## src/rtl/siq_pkg.sv

```systemverilog
// shared constants, types and codes for the sorted insert queue
package siq_pkg;

    // queue geometry
    localparam int DEPTH     = 16;
    localparam int ID_WIDTH  = 16;
    localparam int KEY_WIDTH = 16;
    localparam int CNT_W     = $clog2(DEPTH + 1);

    // command and status widths
    localparam int FUNC_W    = 2;
    localparam int STATUS_W  = 2;

    // command codes
    localparam logic [FUNC_W-1:0] FN_PUSH   = 2'd0;
    localparam logic [FUNC_W-1:0] FN_INSERT = 2'd1;
    localparam logic [FUNC_W-1:0] FN_POP    = 2'd2;

    // status codes
    localparam logic [STATUS_W-1:0] ST_OK        = 2'd0;
    localparam logic [STATUS_W-1:0] ST_POP_EMPTY = 2'd1;
    localparam logic [STATUS_W-1:0] ST_FULL_DROP = 2'd2;

    // input tdata layout
    localparam int IN_ID_LSB  = 0;
    localparam int IN_KEY_LSB = IN_ID_LSB + ID_WIDTH;
    localparam int IN_USED_W  = IN_KEY_LSB + KEY_WIDTH;
    localparam int IN_DATA_W  = ((IN_USED_W + 7) / 8) * 8;

    // output tdata layout
    localparam int OUT_ID_LSB     = 0;
    localparam int OUT_KEY_LSB    = OUT_ID_LSB + ID_WIDTH;
    localparam int OUT_EMPTY_BIT  = OUT_KEY_LSB + KEY_WIDTH;
    localparam int OUT_CNT_LSB    = OUT_EMPTY_BIT + 1;
    localparam int OUT_STATUS_LSB = OUT_CNT_LSB + CNT_W;
    localparam int OUT_USED_W     = OUT_STATUS_LSB + STATUS_W;
    localparam int OUT_DATA_W     = ((OUT_USED_W + 7) / 8) * 8;

    // one queue entry
    typedef struct packed {
        logic [ID_WIDTH-1:0]  id;
        logic [KEY_WIDTH-1:0] key;
    } t_entry;

    // command broadcast to every cell
    typedef struct packed {
        logic   ins;     // place new entry and shift the rest back
        logic   by_key;  // placement follows key order, else tail
        logic   pop;     // shift everything one cell toward the head
        t_entry entry;   // entry being placed
    } t_cell_ctl;

endpackage

```

## src/rtl/siq_cell.sv

```systemverilog
// one storage cell of the shift-register queue
module siq_cell (
    input  logic              i_clk,
    input  siq_pkg::t_cell_ctl i_ctl,
    input  logic              i_valid,   // cell holds a live entry
    input  logic              i_found,   // placement slot lies ahead of this cell
    input  siq_pkg::t_entry   i_left,    // neighbor nearer the head
    input  siq_pkg::t_entry   i_right,   // neighbor nearer the tail
    output siq_pkg::t_entry   o_entry,
    output siq_pkg::t_entry   o_next,
    output logic              o_found
);
    import siq_pkg::*;

    t_entry r_entry;
    t_entry n_entry;
    logic   w_pass;
    logic   w_place;

    // new entry goes behind every live entry that passes (tail mode: all live)
    assign w_pass  = i_valid && (!i_ctl.by_key || (r_entry.key > i_ctl.entry.key));
    assign w_place = !i_found && !w_pass;
    assign o_found = i_found || !w_pass;

    // next content: placed entry, shift back, shift forward or hold
    always_comb begin
        n_entry = r_entry;
        if (i_ctl.ins) begin
            if (w_place) begin
                n_entry = i_ctl.entry;
            end else if (i_found) begin
                n_entry = i_left;
            end
        end else if (i_ctl.pop) begin
            n_entry = i_right;
        end
    end

    always_ff @(posedge i_clk) begin
        r_entry <= n_entry;
    end

    assign o_entry = r_entry;
    assign o_next  = n_entry;

endmodule

```

## src/rtl/sorted_insert_queue_core.sv

```systemverilog
// Sorted insert queue: a row of DEPTH cells, cell 0 the head, that takes one command item
// per clock (push at tail, insert by descending points, pop head) and returns one result
// item per command with the head after the command, an empty flag, the fill count and a
// status. A command completes in the cycle it is accepted: every cell compares its key with
// the new key at once and a one-bit placement flag ripples down the row of cells, so the
// whole queue updates together. The result is loaded into an output register on
// acceptance; s_axis_tready stays high while that register is empty or being drained, so a
// new item is taken in every cycle unless the result side stalls.
module sorted_insert_queue_core (
    input  logic                            i_clk,
    input  logic                            i_rst_n,
    // command items
    input  logic                            s_axis_tvalid,
    output logic                            s_axis_tready,
    input  logic [siq_pkg::IN_DATA_W-1:0]   s_axis_tdata,  // item_id, item_points
    input  logic [siq_pkg::FUNC_W-1:0]      s_axis_tuser,  // func
    // result items
    output logic                            m_axis_tvalid,
    input  logic                            m_axis_tready,
    output logic [siq_pkg::OUT_DATA_W-1:0]  m_axis_tdata   // head_id, head_points, is_empty,
                                                           // fill_count, status
);
    import siq_pkg::*;

    logic [CNT_W-1:0]    r_occ;
    logic [CNT_W-1:0]    n_occ;
    logic                r_out_valid;
    logic [ID_WIDTH-1:0]  r_head_id;
    logic [KEY_WIDTH-1:0] r_head_key;
    logic                r_empty;
    logic [CNT_W-1:0]    r_cnt;
    logic [STATUS_W-1:0] r_status;
    logic [STATUS_W-1:0] n_status;

    logic      w_accept;
    logic      w_full;
    logic      w_none;
    t_cell_ctl w_ctl;
    t_entry    w_zero;
    t_entry    w_entry [DEPTH];
    t_entry    w_next  [DEPTH];
    logic      w_valid [DEPTH];
    logic      w_found [DEPTH+1];

    assign s_axis_tready = !r_out_valid || m_axis_tready;
    assign w_accept      = s_axis_tvalid && s_axis_tready;
    assign w_full        = (r_occ == CNT_W'(DEPTH));
    assign w_none        = (r_occ == '0);
    assign w_zero        = '0;

    // decode the command into cell controls, next count and status
    always_comb begin
        w_ctl.ins       = 1'b0;
        w_ctl.by_key    = 1'b0;
        w_ctl.pop       = 1'b0;
        w_ctl.entry.id  = s_axis_tdata[IN_ID_LSB +: ID_WIDTH];
        w_ctl.entry.key = s_axis_tdata[IN_KEY_LSB +: KEY_WIDTH];
        n_occ           = r_occ;
        n_status        = ST_OK;
        unique case (s_axis_tuser)
            FN_PUSH, FN_INSERT: begin
                if (w_full) begin
                    n_status = ST_FULL_DROP;
                end else begin
                    w_ctl.ins    = w_accept;
                    w_ctl.by_key = (s_axis_tuser == FN_INSERT);
                    n_occ        = r_occ + CNT_W'(1);
                end
            end
            FN_POP: begin
                if (w_none) begin
                    n_status = ST_POP_EMPTY;
                end else begin
                    w_ctl.pop = w_accept;
                    n_occ     = r_occ - CNT_W'(1);
                end
            end
            default: begin
            end
        endcase
    end

    // row of cells with the placement flag rippling from the head
    assign w_found[0] = 1'b0;

    for (genvar g = 0; g < DEPTH; g++) begin : g_cell
        t_entry w_left;
        t_entry w_right;

        assign w_valid[g] = (r_occ > CNT_W'(g));

        if (g == 0) begin : g_head
            assign w_left = w_ctl.entry;
        end else begin : g_mid
            assign w_left = w_entry[g-1];
        end

        if (g == DEPTH - 1) begin : g_last
            assign w_right = w_zero;
        end else begin : g_body
            assign w_right = w_entry[g+1];
        end

        siq_cell u_cell (
            .i_clk   (i_clk),
            .i_ctl   (w_ctl),
            .i_valid (w_valid[g]),
            .i_found (w_found[g]),
            .i_left  (w_left),
            .i_right (w_right),
            .o_entry (w_entry[g]),
            .o_next  (w_next[g]),
            .o_found (w_found[g+1])
        );
    end

    // fill count and output valid
    always_ff @(posedge i_clk) begin
        if (!i_rst_n) begin
            r_occ       <= '0;
            r_out_valid <= 1'b0;
        end else begin
            if (w_accept) begin
                r_occ <= n_occ;
            end
            if (w_accept) begin
                r_out_valid <= 1'b1;
            end else if (m_axis_tready) begin
                r_out_valid <= 1'b0;
            end
        end
    end

    // result payload, head taken from cell 0 after the command
    always_ff @(posedge i_clk) begin
        if (w_accept) begin
            r_empty  <= (n_occ == '0);
            r_cnt    <= n_occ;
            r_status <= n_status;
            if (n_occ == '0) begin
                r_head_id  <= '0;
                r_head_key <= '0;
            end else begin
                r_head_id  <= w_next[0].id;
                r_head_key <= w_next[0].key;
            end
        end
    end

    // pack the result item
    always_comb begin
        m_axis_tdata                                   = '0;
        m_axis_tdata[OUT_ID_LSB +: ID_WIDTH]           = r_head_id;
        m_axis_tdata[OUT_KEY_LSB +: KEY_WIDTH]         = r_head_key;
        m_axis_tdata[OUT_EMPTY_BIT]                    = r_empty;
        m_axis_tdata[OUT_CNT_LSB +: CNT_W]             = r_cnt;
        m_axis_tdata[OUT_STATUS_LSB +: STATUS_W]       = r_status;
    end

    assign m_axis_tvalid = r_out_valid;

endmodule

```

## config.mk

```make
export PLATFORM = sky130hd
export DESIGN_NAME = sorted_insert_queue_core
export DESIGN_NICKNAME = d
export VERILOG_FILES = /design/src/rtl/siq_pkg.sv /design/src/rtl/siq_cell.sv /design/src/rtl/sorted_insert_queue_core.sv
export SDC_FILE = /design/constraint.sdc
export NUM_CORES = 2
export LEC_CHECK = 0
export BUFFER_PORTS_ARGS = -buffer_cell sky130_fd_sc_hd__buf_2
export CAP_MARGIN = 40
export CORE_MARGIN = 2
export CORE_UTILIZATION = 42
export DETAILED_ROUTE_END_ITERATION = 8
export GPL_TIMING_DRIVEN = 0
export PLACE_DENSITY_LB_ADDON = 0.12
export SLEW_MARGIN = 20
export SYNTH_ARGS = -nofsm -noshare
export SYNTH_HDL_FRONTEND = slang
export SYNTH_SLANG_ARGS = --single-unit
```

## constraint.sdc

```tcl
create_clock -name i_clk -period 11.4 [get_ports i_clk]
set_input_delay 2.28 -clock i_clk [delete_from_list [all_inputs] [get_ports i_clk]]
set_output_delay 2.28 -clock i_clk [all_outputs]
set_load 0.05 [all_outputs]
```

==> flow_summary.yaml <==
synthesis:
  synth-async-reset-ratio_pct: 0
  syn_nets: 3471
  synth_top_cell_by_area: "edfxtp_1"
  yosysWarnings: 0
  synth_ff_type: "edfxtp_1"
  synth_most_common_cell: "edfxtp_1"
  synth_edf_count: 520
  synth_seq_cells: 558
  synth_cell_types: 79
  yosys-top-cells-count: "edfxtp_1, nand2_1, ha_1"
  synth_area_sq_um: 33500
  syn-mean-instance-area_sq_um: 10.6
  syn_inst: 3172
  synthTopCellsByArea: "edfxtp_1, ha_1, mux2i_1"
  yosys.area.top_type_share_pct: 46.5
  synth-seq-area-share_pct: 48.8
layout:
  nNetsFinal: 3665
  syn_to_final_growth_pct: 14.9
  diodes: 0
  drive_gt1_share_pct: 9.98
  stdcell_count: 4468
  fin_util_pct: 48.8
global_routing:
  grt_overflow: 0
  grt_usage_pct: 29.3
  grt_pass1_vias: 28500
  grt_antenna_before_repair: 4
  grt_first_pass_wirelength_microns: 181000
  grt_max_degree: 50
flow_run:
  drv_cap: 0
setup_path:
  cp.required_ps: 11780
  reg2reg_depth: 15
  crit_type: "in2reg"
  end_kind: "register"
  critPathMaxFanout: 17
  cp-start-kind: "primary input"
  arrival_ps: 7690
place:
  hpwlAfterDp_microns: 96500
  gp_congestion: 0.925
  dp_cells: 4339
  portBuffers: 79
routing:
  wl_per_cell_microns: 27.4
  drt_iter0_drc: 2876
  drc_errors: 0
  totalWireLength_microns: 122000
  ant_nets: 0
  first_pass_iters: 6
  viasPerCell: 6.26
  num_vias: 28000
power:
  peakVddDrop_mv: 0.117
  leakagePower_nw: 15.5
  powerDensity_nw_per_um2: 161
  totalPowerFinal_mw: 6.19
sta:
  period_minus_slack_ps: 7310
  holdWs_ps: 477
  clock_skew_ps: 24.7
  setup_viol: 0
  rsz0062_at_grt: "no"
  drv_slew: 0
  max_freq_mhz: 137
  fin_tns_setup_ps: 0
  tightest_slew_ps: 905
  slew_headroom_pct: 38.9
  hold_viol_final: 0
  fin_crit_sh_pct: 64.1
floorplanning:
  ios: 80
  rows: 103
  core_sq_um: 79000
  die_w_microns: 287
  dieArea_sq_um: 82100
  die_h_microns: 287
  initial_core_util_pct: 42.5
outcome:
  status: "completed"
cts:
  insertion_delay_ps: 640
  cts_tree: "done"
  ctsResizeCount: 0
  cts_hold_buf: 0
  cts.sinks: 558
  cts-root-buf: "clkbuf_16"
  cts_buffers: 70
  postCtsSetupBuffers: 0
  path_clk_slew_ps: 60
  cts.path.max_buffers: 3
  h-tree-depth: 3
worst_hold_path:
  hold_path.class: "reg2reg"
  holdPathStages: 1
cells by family (layout without fill, tap and decap cells):
| kind of cell | after synthesis | count (layout) | share of synthesized area [%] |
|---|---|---|---|
| multiplexers | 222 | 222 | 6.63 |
| flip-flops | 558 | 558 | 48.8 |
| adder cells (fa/ha/maj) | 261 | 261 | 9.74 |
| AO/OA/AOI/OAI | 841 | 841 | 17.2 |
| XOR/XNOR | 2 | 2 | 0.0522 |
| buffers and inverters | 288 | 534 | 3.62 |
| AND/OR/NAND/NOR | 1000 | 1000 | 13.9 |
state kept, by name (all words and copies together) (netlist names):
register,flops
g_cell.u_cell.o_entry,512
r_head_id,16
r_head_key,16
r_cnt,5
r_occ,5
r_status,2
m_axis_tvalid,1
r_empty,1
layer usage:
metal | GRT usage, % | vias to the layer above | routed length (microns)
li1 | - | 12600 | -
met1 | 41.9 | 14000 | 55500
met2 | 45.6 | 1231 | 54400
met3 | 4.05 | 236 | 8320
met4 | 10.3 | 4 | 4210
met5 | 0 | - | 22
worst max-delay path: stages:
cell	delay (ps)
buf_2	90
clkbuf_1	600
inv_1	520
buf_8	300
ha_1	330
and4_1	260
nand4_1	150
a2bb2oi_1	370
o31a_1	240
nand4_1	350
nor4_4	540
buf_6	270
and3_1	470
and4b_1	390
a21oi_4	230
buf_16	240
per-stage QoR:
stage / instance area [sq um] / worst slack, ps
6_report: 38600 / 4090
5_1_grt: 38600 / 3960
4_1_cts: 38500 / 4140
3_5_place_dp: 36200 / 3500
3_3_place_gp: 35300 / 1350
2_1_floorplan: 33500 / 4110
placed cells by master, fill, tap and decap left out, types with 15 or more instances in the layout:
cell type | Yosys | routed
a211oi_1 | 17 | 17
dfxtp_1 | 38 | 38
nor2_1 | 243 | 240
buf_2 | 43 | 124
and3_1 | 70 | 70
a21o_1 | 46 | 46
inv_1 | 50 | 48
ha_1 | 261 | 261
a221o_1 | 111 | 111
nand2_1 | 379 | 379
clkbuf_16 | 0 | 76
o21ai_1 | 14 | 15
buf_16 | 0 | 15
o31ai_1 | 20 | 20
buf_1 | 18 | 19
a22o_1 | 31 | 31
edfxtp_1 | 520 | 520
a21oi_1 | 202 | 196
nand3_1 | 168 | 168
mux2i_1 | 221 | 221
o21ai_0 | 165 | 164
o211ai_1 | 111 | 111
a21boi_0 | 39 | 39
nand4_1 | 37 | 37
clkbuf_1 | 160 | 169
nor3_1 | 20 | 19
area by class of cell:
type,count,area (sq um)
multi-input cells,2326,16200
flip-flops and latches,558,16400
clock inverters,32,332
well taps,1050,1310
fillers,7342,40400
inverters,50,188
repair buffers,122,1150
clock buffers,92,2010
plain buffers,238,1030
worst paths after layout:
kind	from	end	slack, ps
worst max register to register	r_occ[0]	g_cell[15].u_cell.o_entry[27]	6350
worst max-delay path	s_axis_tdata[31]	g_cell[15].u_cell.o_entry[27]	4090
worst min register to register	g_cell[0].u_cell.o_entry[19]	g_cell[0].u_cell.o_entry[19]	480
worst min-delay path	g_cell[0].u_cell.o_entry[19]	g_cell[0].u_cell.o_entry[19]	480
where the power goes:
| group | leakage (nW) | switching [mW] | internal [mW] |
|---|---|---|---|
| clock | 1.14 | 0.962 | 1.34 |
| combinational | 9.06 | 0.782 | 0.429 |
| sequential | 5.26 | 0.154 | 2.52 |
(Power assumes the default switching activity.)
